--- src/design/pscn_pkg.sv ---
// Shared types and constants for the same-color pixel neighbor block.
package pscn_pkg;

    localparam int IDX_W   = 12;
    localparam int COLOR_W = 8;
    localparam int REG_W   = 7;
    localparam int PIX_W   = 3 * COLOR_W;
    localparam int AREA_W  = 2 * REG_W;

    // store reads per query: the pixel itself, then four neighbors
    localparam int RD_STEPS = 5;

    localparam logic [REG_W-1:0] SIDE_RESET = 7'd64;

    typedef enum logic [0:0] {
        CMD_WRITE = 1'b0,
        CMD_QUERY = 1'b1
    } t_cmd;

    typedef enum logic [1:0] {
        DIR_LEFT  = 2'd0,
        DIR_UP    = 2'd1,
        DIR_RIGHT = 2'd2,
        DIR_DOWN  = 2'd3
    } t_dir;

    typedef enum logic [0:0] {
        CFG_WIDTH  = 1'b0,
        CFG_HEIGHT = 1'b1
    } t_cfg_reg;

    typedef enum logic [1:0] {
        S_IDLE,
        S_DIV,
        S_READ,
        S_EMIT
    } t_state;

    typedef struct packed {
        t_cmd               command;
        logic [IDX_W-1:0]   pixel_index;
        logic [COLOR_W-1:0] red;
        logic [COLOR_W-1:0] green;
        logic [COLOR_W-1:0] blue;
    } t_in;

    typedef struct packed {
        logic [IDX_W-1:0] neighbor_index;
        t_dir             direction;
        logic             has_neighbor;
        logic             out_of_range;
        logic             last;
    } t_out;

endpackage

--- src/design/pscn_div.sv ---
// Bit-serial restoring divider: pixel index by image width, one quotient bit per cycle.
module pscn_div (
    input  logic                        i_clk,
    input  logic                        i_rst_n,
    input  logic                        i_start,
    input  logic [pscn_pkg::IDX_W-1:0]  i_dividend,
    input  logic [pscn_pkg::REG_W-1:0]  i_divisor,
    output logic                        o_done,
    output logic [pscn_pkg::IDX_W-1:0]  o_quot,
    output logic [pscn_pkg::REG_W-1:0]  o_rem
);
    import pscn_pkg::*;

    localparam int CNT_W = $clog2(IDX_W);
    localparam logic [CNT_W-1:0] CNT_LAST = CNT_W'(IDX_W - 1);

    logic             r_busy;
    logic             r_done;
    logic [CNT_W-1:0] r_cnt;
    logic [IDX_W-1:0] r_q;
    logic [REG_W-1:0] r_rem;
    logic [REG_W-1:0] r_d;

    logic [REG_W:0] trial;
    logic [REG_W:0] diff;
    logic           ge;

    assign trial = {r_rem, r_q[IDX_W-1]};
    assign ge    = trial >= {1'b0, r_d};
    assign diff  = trial - {1'b0, r_d};

    always_ff @(posedge i_clk) begin
        if (!i_rst_n) begin
            r_busy <= 1'b0;
            r_done <= 1'b0;
            r_cnt  <= '0;
        end else begin
            r_done <= r_busy && (r_cnt == CNT_LAST);
            if (i_start) begin
                r_busy <= 1'b1;
                r_cnt  <= '0;
            end else if (r_busy) begin
                r_cnt <= r_cnt + 1'b1;
                if (r_cnt == CNT_LAST) begin
                    r_busy <= 1'b0;
                end
            end
        end
    end

    always_ff @(posedge i_clk) begin
        if (i_start) begin
            r_q   <= i_dividend;
            r_rem <= '0;
            r_d   <= i_divisor;
        end else if (r_busy) begin
            r_q   <= {r_q[IDX_W-2:0], ge};
            r_rem <= ge ? diff[REG_W-1:0] : trial[REG_W-1:0];
        end
    end

    assign o_done = r_done;
    assign o_quot = r_q;
    assign o_rem  = r_rem;

endmodule

--- config.mk ---
export PLATFORM = sky130hd
export DESIGN_NAME = pscn_div
export DESIGN_NICKNAME = d
export VERILOG_FILES = /design/src/design/pscn_pkg.sv /design/src/design/pscn_div.sv
export SDC_FILE = /design/constraint.sdc
export NUM_CORES = 1
export LEC_CHECK = 0
export ABC_CLOCK_PERIOD_IN_PS = 2900
export BUFFER_PORTS_ARGS = -buffer_cell sky130_fd_sc_hd__buf_4
export CAP_MARGIN = 20
export CELL_PAD_IN_SITES_DETAIL_PLACEMENT = 0
export CELL_PAD_IN_SITES_GLOBAL_PLACEMENT = 2
export CORE_MARGIN = 3
export CORE_UTILIZATION = 34
export CTS_CLUSTER_DIAMETER = 200
export DETAILED_ROUTE_END_ITERATION = 6
export PLACE_DENSITY = 0.78
export SETUP_SLACK_MARGIN = 0.02
export SLEW_MARGIN = 20
export SYNTH_ARGS = -nofsm -noshare
export SYNTH_HDL_FRONTEND = slang
export SYNTH_SLANG_ARGS = --single-unit
--- constraint.sdc ---
create_clock -name i_clk -period 2.9 [get_ports i_clk]
set_input_delay 0.145 -clock i_clk [delete_from_list [all_inputs] [get_ports i_clk]]
set_output_delay 0.145 -clock i_clk [all_outputs]
set_load 0.005 [all_outputs]
Word-level counts from Yosys, hierarchy flattened
Index checks and enable logic that the tools add are counted.
Widths: inputs -> output; s select.
{"block": "op_classes", "add_sub_neg": 2, "magnitude_cmp": 1, "n_eq_ne": 1, "n_mux": 6, "n_bitwise": 1, "n_reduce_logical": 3}
{"op": "$mux 12", "count": 2}
{"op": "$ge 8x7->1", "count": 1}
{"op": "$mux 7", "count": 1}
{"op": "$sub 7x7->7", "count": 1}
{"op": "$add 4x1->4 const B", "count": 1}
{"op": "$eq 4x4->1 const B", "count": 1}
{"op": "$mux 1", "count": 3}
{"op": "$reduce_bool 2->1", "count": 1}
{"op": "$reduce_or 2->1", "count": 1}
{"op": "$logic_and 1x1->1", "count": 1}
{"op": "$not 1->1", "count": 1}
{"block": "word_totals", "ff_bits": 32, "in_bits": 22, "out_inout_bits": 20, "word_cells": 20}

Logic depth before layout (Yosys ltp)
Gate-level depths: netlist of the first run.
{"block": "logic_depth", "ltp_word": 4, "mapped_depth": 9, "mapped_depth_nobuf": 7}

Worst setup path before layout of the first run
No wires, ideal clock.
{"block": "synth_timing", "path_type": "reg2reg", "start": "register r_q[11], in the netlist o_quot[11]", "end": "register r_rem[0], in the netlist o_rem[0]", "setup_time_ns": 0.088, "arrival_ns": 2.096, "t_required_ns": 2.812, "path_slack_ns": 0.716, "path_stages_with_launch": 10, "n_path_buf": 2, "period_less_slack_ns": 2.184, "cell_sequence": "edfxtp_1 inv_1 ha_1 fa_1 nand2b_1 a211o_1 buf_6 and3_1 buf_6 a311oi_2"}
{"block": "synth_via", "elab_chain_cells": 2, "word_cells_on_any_way": 3, "cone_classes": "1 x add/sub; 1 x order compare; 1 x mux"}
{"item": "start: declaration", "line": "pscn_div.sv:20", "text": "logic [IDX_W-1:0] r_q;"}
{"item": "start signal: assignment", "line": "pscn_div.sv:53", "text": "r_q <= i_dividend;"}
{"item": "start signal: assignment", "line": "pscn_div.sv:57", "text": "r_q <= {r_q[IDX_W-2:0], ge};"}
{"item": "$sub 7x7->7 / $ge 8x7->1 (equally long branches)", "line": "pscn_div.sv:30, pscn_div.sv:29"}
{"item": "$mux 7 (*)", "line": "pscn_div.sv:58", "text": "r_rem <= ge ? diff[REG_W-1:0] : trial[REG_W-1:0];"}
{"item": "end signal: assignment", "line": "pscn_div.sv:58"}
{"item": "end: declaration", "line": "pscn_div.sv:21", "text": "logic [REG_W-1:0] r_rem;"}
Every way passes the cells marked *; elsewhere a longest branch is shown, timed or not.
A chain may end at the register's enable or synchronous reset.

Final worst setup path of the first run
{"block": "layout_timing", "start": "register r_q[11], in the netlist o_quot[11]", "end": "register r_rem[2], in the netlist o_rem[2]"}
Same word-level chain as after synthesis.

==> results of run 1 <==
-- metrics by stage --
stage               cells  instance area (um^2)  hold slack, ps
global route          270                  2220            27.5
CTS                   270                  2220            27.2
global placement      262                  2130             324
floorplan             163                  1790             244
finish                270                  2220            35.9
detailed placement    262                  2130             325
-- registers in the layout, summed over array words and instances (netlist names) --
signal  cells
o_done      1
o_quot     12
o_rem       7
r_busy      1
r_cnt       4
r_d         7
-- final timing paths --
path                    to  depth (start not counted)          from  slack (ps)
hold / removal      r_d[5]                          1  i_divisor[5]          40
hold reg to reg   r_cnt[3]                          2      r_cnt[3]         520
setup reg to reg  o_rem[2]                          7    o_quot[11]         560
setup / recovery  o_rem[2]                          7    o_quot[11]         560
-- metal layers --
layer  global-route usage (%)  share of wire, %  vias up
met5                        0                 0        -
met4                     4.72               1.1        0
met3                     3.44               5.0        4
met2                     20.8                49       31
met1                     16.3                45      629
li1                         -                 -      675
-- worst max-delay path, delay by kind of cell, from the launching register on --
family	cells	cell delay [ps]
and+or+nand+nor	2	520
AOI/OAI and AO/OA	2	680
adders and majority gates	2	610
DFF	1	350
buffers and inverters	1	80
-- cells in the mapped netlist (all sizes together), types with 3 or more instances --
cell type  instances  area [um^2]
nand2b             7         43.8
o21ai              3         15.0
ha                 8          100
nand3b             3         22.5
edfxtp            19          571
mux2              11          124
buf                7         46.3
a21o               3         22.5
inv               11         41.3
xnor2              3         26.3
nor3b              5         37.5
nand4              3         18.8
a211oi             4         42.5
nor2              15         56.3
nand2             10         37.5
dfxtp             13          260
a41oi              4         35.0
xor2               3         26.3
-- logic make-up after synthesis --
| logic type | count (synthesis) | share of synthesized area (%) |
|---|---|---|
| simple gates | 54 | 16.6 |
| flops | 32 | 46.4 |
| compound gates | 29 | 14.0 |
| buf+inv | 20 | 5.31 |
| mux | 13 | 8.03 |
| fa+ha+maj | 9 | 6.70 |
| xor+xnor | 6 | 2.93 |
-- layout make-up --
class / instances / area (um^2) / area share, %
well taps: 67 / 83.8 / 3.78
repair buffers: 41 / 308 / 13.9
inverters: 11 / 41.3 / 1.86
clock buffers: 8 / 90.1 / 4.06
multi-input cells: 111 / 866 / 39.0
flip-flops and latches: 32 / 831 / 37.4
-- power by group through the flow --
stage	combinational [mW]	sequential (mW)	clock, mW
CTS	0.226	0.549	0.358
finish	0.223	0.549	0.347
detailed placement	0.224	0.558	0
floorplan	0.142	0.550	0
global placement	0.223	0.557	0
global route	0.248	0.554	0.378
==> metrics.md, run 1 <==
| Metric | Value |
|---|---|
| Overall Power | approximately 1.1 mW |
| Hold_buf cts | 0 |
| Syn Area/Cell | ~11 um^2 |
| DR WL/cell | about 14 um |
| Required time worst endpoint | 3090 ps |
| Slowest cell on the critical path | fa_1 |
| Synthesis-stage register bit count | 32 |
| Core Util, Final | 45.2% |
| Num CTS Buffers | 5 |
| Final hold vios | 0 |
| Startpoint Class | register |
| Final HPWL DP | 2820 um |
| Worst-Skew Late Latency | 280 ps |
| Clock H-tree levels | 2 |
| Clock-pin slew on the worst setup and hold paths | 70 ps |
| # setup viols final | 0 |
| Count of input and output buffers | slightly above 40 |
| Die ar. | slightly above 6000 um^2 |
| Row cnt | 25 |
| Antenna cells | 0 |
| Seq pwr share | 49.0% |
| Initial antenna violation count | 0 |
| Post-synthesis cell type count | between 40 and 50 |
| Slew @ Worst Pin | 864 ps |
| Maximum vdd ir drop | 0.359 mV |
| Via count of the first global-routing pass | 1,349 |
| TritonCTS clock tree | done |
| Sequential area share after synthesis | a little under half |
| Total wire length | between 3000 and 4000 um |
| Int Power | 831 uW |
| CP Data Arrival Time | 2530 ps |
| Final setup margin | between 500 and 600 ps |
| Synthesis-to-layout area growth | 23.9% |
| GP Congestion | 0.759 |
| Net Switching | 288 uW |
| Chip Height | 78.6 um |
| Initial core utilization | 36.5% |
| Max Fanout on Critical Path | 9 |
| Syn_nets | 194 |
| Ys flop type | edfxtp_1 |
| Setup bufs post-CTS | 0 |
| Root Buffer | clkbuf_8 |
| DRC | 0 |
| Layout cells sized above 1 | 33.5% |
| CORE AREA | 4910 um^2 |
| Comb pwr share | about a fifth |
| Critical-path cell list | inv_1 > ha_1 > fa_1 > nand2b_1 > a211o_1 > and3_1 > a311oi_2 |
| Max Slew Vio Count | 0 |
| Most common cell after layout, fill and taps aside | buf_4 |
| Max_cap viols | 0 |
| Total congestion overflow | 0 |
| Unrepaired setup endpoints after global routing | false |
| DRT Pass-1 Iters | 4 |
| Clock Power Share | 31.0% |
| Worst Clk Skew | 7.38 ps |
| Min-delay worst type | primary input to register |
| Antenna-violating nets left | 0 |
| Rel. slew slack | 42.3% |
| Setup TNS | 0 ps |
| Minimum clock period | 2340 ps |
| Vias | 1,339 |
| Biggest cell delay along the critical path | 390 ps |
| Fillers | 485 |
| WS Path Type | register to register |
| Net Sw Frac | 25.7% |
| Initial DRC Count | 74 |
| Cell Pwr Density | 504 nW/um^2 |
| CTS max path bufs | 2 |
| CTS resizes | 0 |
| IO Pins | 42 |
| Post-Synthesis Cell Area | 1790 um^2 |
| Status | finished clean |
| Synth Instances | 163 |
| Tcrit/Tclk final | approximately four fifths |
| DP Worst Slack | between 500 and 600 ps |
| Layout Nets | 233 |
| Crit end category | register |
| Largest net degree at the start of global routing | 37 |
| FMAX | 427 MHz |
| Warning count from the yosys run | 0 |
| Die width | 78.6 um |
| Commonest non-fill, non-tap cells in the layout | buf_4, edfxtp_1, nor2_1, dfxtp_1 |
| Post-synth EDFFs | 19 |
| Vias per Instance | 4.96 |
| Post-synth ARST share | 0% |
| First-pass GRT wire length | 6260 um |
| GRT Total Usage | 12.8% |
| Clock sink count | 32 |
| Cell leakage power | approximately 0.9 nW |
(Power assumes the default switching activity.)
==> inputs of run 2 (changes only) <==
--- a/config.mk
+++ b/config.mk
@@ -5,16 +5,16 @@
 export SDC_FILE = /design/constraint.sdc
 export NUM_CORES = 1
 export LEC_CHECK = 0
-export ABC_CLOCK_PERIOD_IN_PS = 2900
+export ABC_CLOCK_PERIOD_IN_PS = 2100
 export BUFFER_PORTS_ARGS = -buffer_cell sky130_fd_sc_hd__buf_4
 export CAP_MARGIN = 20
 export CELL_PAD_IN_SITES_DETAIL_PLACEMENT = 0
 export CELL_PAD_IN_SITES_GLOBAL_PLACEMENT = 2
 export CORE_MARGIN = 3
-export CORE_UTILIZATION = 34
+export CORE_UTILIZATION = 30
 export CTS_CLUSTER_DIAMETER = 200
 export DETAILED_ROUTE_END_ITERATION = 6
-export PLACE_DENSITY = 0.78
+export PLACE_DENSITY = 0.73
 export SETUP_SLACK_MARGIN = 0.02
 export SLEW_MARGIN = 20
 export SYNTH_ARGS = -nofsm -noshare
==> constraint.sdc (replaced) <==
create_clock -name i_clk -period 2.1 [get_ports i_clk]
set_input_delay 0.105 -clock i_clk [delete_from_list [all_inputs] [get_ports i_clk]]
set_output_delay 0.105 -clock i_clk [all_outputs]
set_load 0.005 [all_outputs]
==> run 2 against run 1 <==
Net effect: global-route usage fell by 0.44 points; cell count grew 8.5%; clock skew decreased by 2.5 ps; core utilization is 2.4 points lower; die area increased by 12%; clock-buffer cell count fell by 3; largest cell class unchanged; highest routed layer unchanged.
==> metrics.md, run 2 (synthesized netlist as in run 1, its figures left out) <==
| Metric | Value |
|---|---|
| Status | finished clean |
| Met3 usage | 3.47% (+0.032 points) |
| CP Data Arrival Time | 2200 ps (-330 ps) |
| Initial DRC Count | 62 (-16%) |
| Met2 usage | 20.8% (-0.025 points) |
| Largest net degree at the start of global routing | 37 (unchanged) |
| Core Util, Final | 42.8% (-2.4 points) |
| Layout Nets | 251 (+7.7%) |
| Min-delay worst type | primary input to register |
| Max Slew Vio Count | 0 (unchanged) |
| Unrepaired setup endpoints after global routing | true |
| Rel. slew slack | 72.7% (+30 points) |
| Chip Height | 83.3 um (+6.0%) |
| CTS max path bufs | 2 (unchanged) |
| Synthesis-to-layout area growth | 34.6% |
| Worst Clk Skew | 4.86 ps (-2.52 ps) |
| Final hold vios | 0 (unchanged) |
| Number of flip-flops in the largest register | 12 (unchanged) |
| Via count of the first global-routing pass | 1,393 (+3.3%) |
| Clock sink count | 32 (unchanged) |
| Required time worst endpoint | 2310 ps (-780 ps) |
| DRC | 0 (unchanged) |
| Num CTS Buffers | 5 (unchanged) |
| DP Worst Slack | 76.3 ps (-496 ps) |
| DR WL/cell | 14.3 um (+3.0%) |
| Clock-pin slew on the worst setup and hold paths | 70 ps (about the same) |
| TritonCTS clock tree | done |
| M1 GR Usage | 15.5% (-0.80 points) |
| Antenna cells | 0 (unchanged) |
| Initial core utilization | 31.8% (-4.7 points) |
| Count of input and output buffers | 41 (unchanged) |
| Root Buffer | clkbuf_8 |
| Clock H-tree levels | 2 (unchanged) |
| FMAX | 503 MHz (+18%) |
| Final setup margin | 114 ps (-447 ps) |
| Hold slack | 55.4 ps (+19.5 ps) |
| Layout cells sized above 1 | 38.0% (+4.5 points) |
| Tcrit/Tclk final | 94.6% (+14 points) |
| DRT Pass-1 Iters | 4 (unchanged) |
| Post-Layout Cell Count | 293 (+8.5%) |
| Vias | 1,420 (+6.0%) |
| Final HPWL DP | 3210 um (+14%) |
| Vias per Instance | 4.85 (-2.3%) |
| IO Pins | 42 (unchanged) |
| Initial antenna violation count | 0 (unchanged) |
| Final non-filler cell area | 2410 um^2 (+8.7%) |
| Total wire length | 4200 um (+12%) |
| Maximum vdd ir drop | 0.266 mV (-26%) |
| Inst Count DP | 277 (+5.7%) |
| Die width | 83.3 um (+6.0%) |
| WS Path Type | register to register |
| GP Congestion | 0.803 (+5.7%) |
| Cell Pwr Density | 697 nW/um^2 (+38%) |
| Area after DPL | 2220 um^2 (+4.4%) |
| Total congestion overflow | 0 (unchanged) |
| GRT Total Usage | 12.4% (-0.44 points) |
| First-pass GRT wire length | 6890 um (+10%) |
| Antenna-violating nets left | 0 (unchanged) |
| CORE AREA | 5640 um^2 (+15%) |
| Slew @ Worst Pin | 399 ps (-465 ps) |
| Crit end category | register |
| Setup TNS | 0 ps (unchanged) |
| Commonest non-fill, non-tap cells in the layout | buf_4, edfxtp_1, nor2_1, dfxtp_1, mux2_2 |
| Startpoint Class | register |
| Worst-Skew Late Latency | 280 ps (about the same) |
| Max_cap viols | 0 (unchanged) |
| Die ar. | 6940 um^2 (+12%) |
| Max Fanout on Critical Path | 8 (-1) |
| Most common cell after layout, fill and taps aside | buf_4 |
| # setup viols final | 0 (unchanged) |
| Overall Power | 1.68 mW (+50%) |
| Cell leakage power | 0.993 nW (+11%) |
| GR peak layer | met2 |
| Minimum clock period | 1990 ps (-353 ps) |
| Row cnt | 27 (+8.0%) |
[run 2: changes by cell type in the layout (fill, tap and decap cells not counted), sizes merged]
| cell | change |
|---|---|
| clkbuf | -3 |
| dlygate4sd3 | +7 |
| clkinv | +2 |
| buf | +11 |
| bufinv | +1 |
[run 2: what timing repair did]
action                                  CTS  global route
setup buffers                             0             1
hold buffers                              7             0
endpoints found under the setup margin    0             5
gates resized for setup                   0             3
hold endpoints to repair                  7             0
[run 2: power breakdown]
part | switching, mW | internal (mW)
Combinational | 0.168 | 0.192
Sequential | 0.0260 | 0.720
Clock | 0.232 | 0.345
Total | 0.425 | 1.26
[run 2: final timing paths]
| path | slack (ps) | startpoint | endpoint | cells past startpoint |
|---|---|---|---|---|
| worst max-delay path | 110 | o_quot[11] | o_rem[6] | 8 |
| worst min-delay path | 60 | i_rst_n | o_done | 3 |
| worst max register to register | 110 | o_quot[11] | o_rem[6] | 8 |
| worst min register to register | 550 | r_cnt[3] | r_cnt[3] | 2 |
[run 2: area by class of cell]
cell class              count  area [um^2]
fillers                   553         3230
multi-input cells         111          883
flip-flops and latches     32          831
repair buffers             59          460
well taps                  72         90.1
clock buffers               5         68.8
inverters                  11         41.3
clock inverters             3         37.5
[run 2: critical path: stages, from the launching register on]
cell      delay, ps
edfxtp_1        360
inv_2            50
ha_2            190
fa_2            350
nand2b_4        160
a211o_1         270
buf_4           170
a31o_2          250
o21ai_1         110
[run 2: routing by layer]
layer	wire, um	share of wire [%]
met1	1840	44
met5	0	0
met3	167	4.0
met2	2130	51
met4	51	1.2
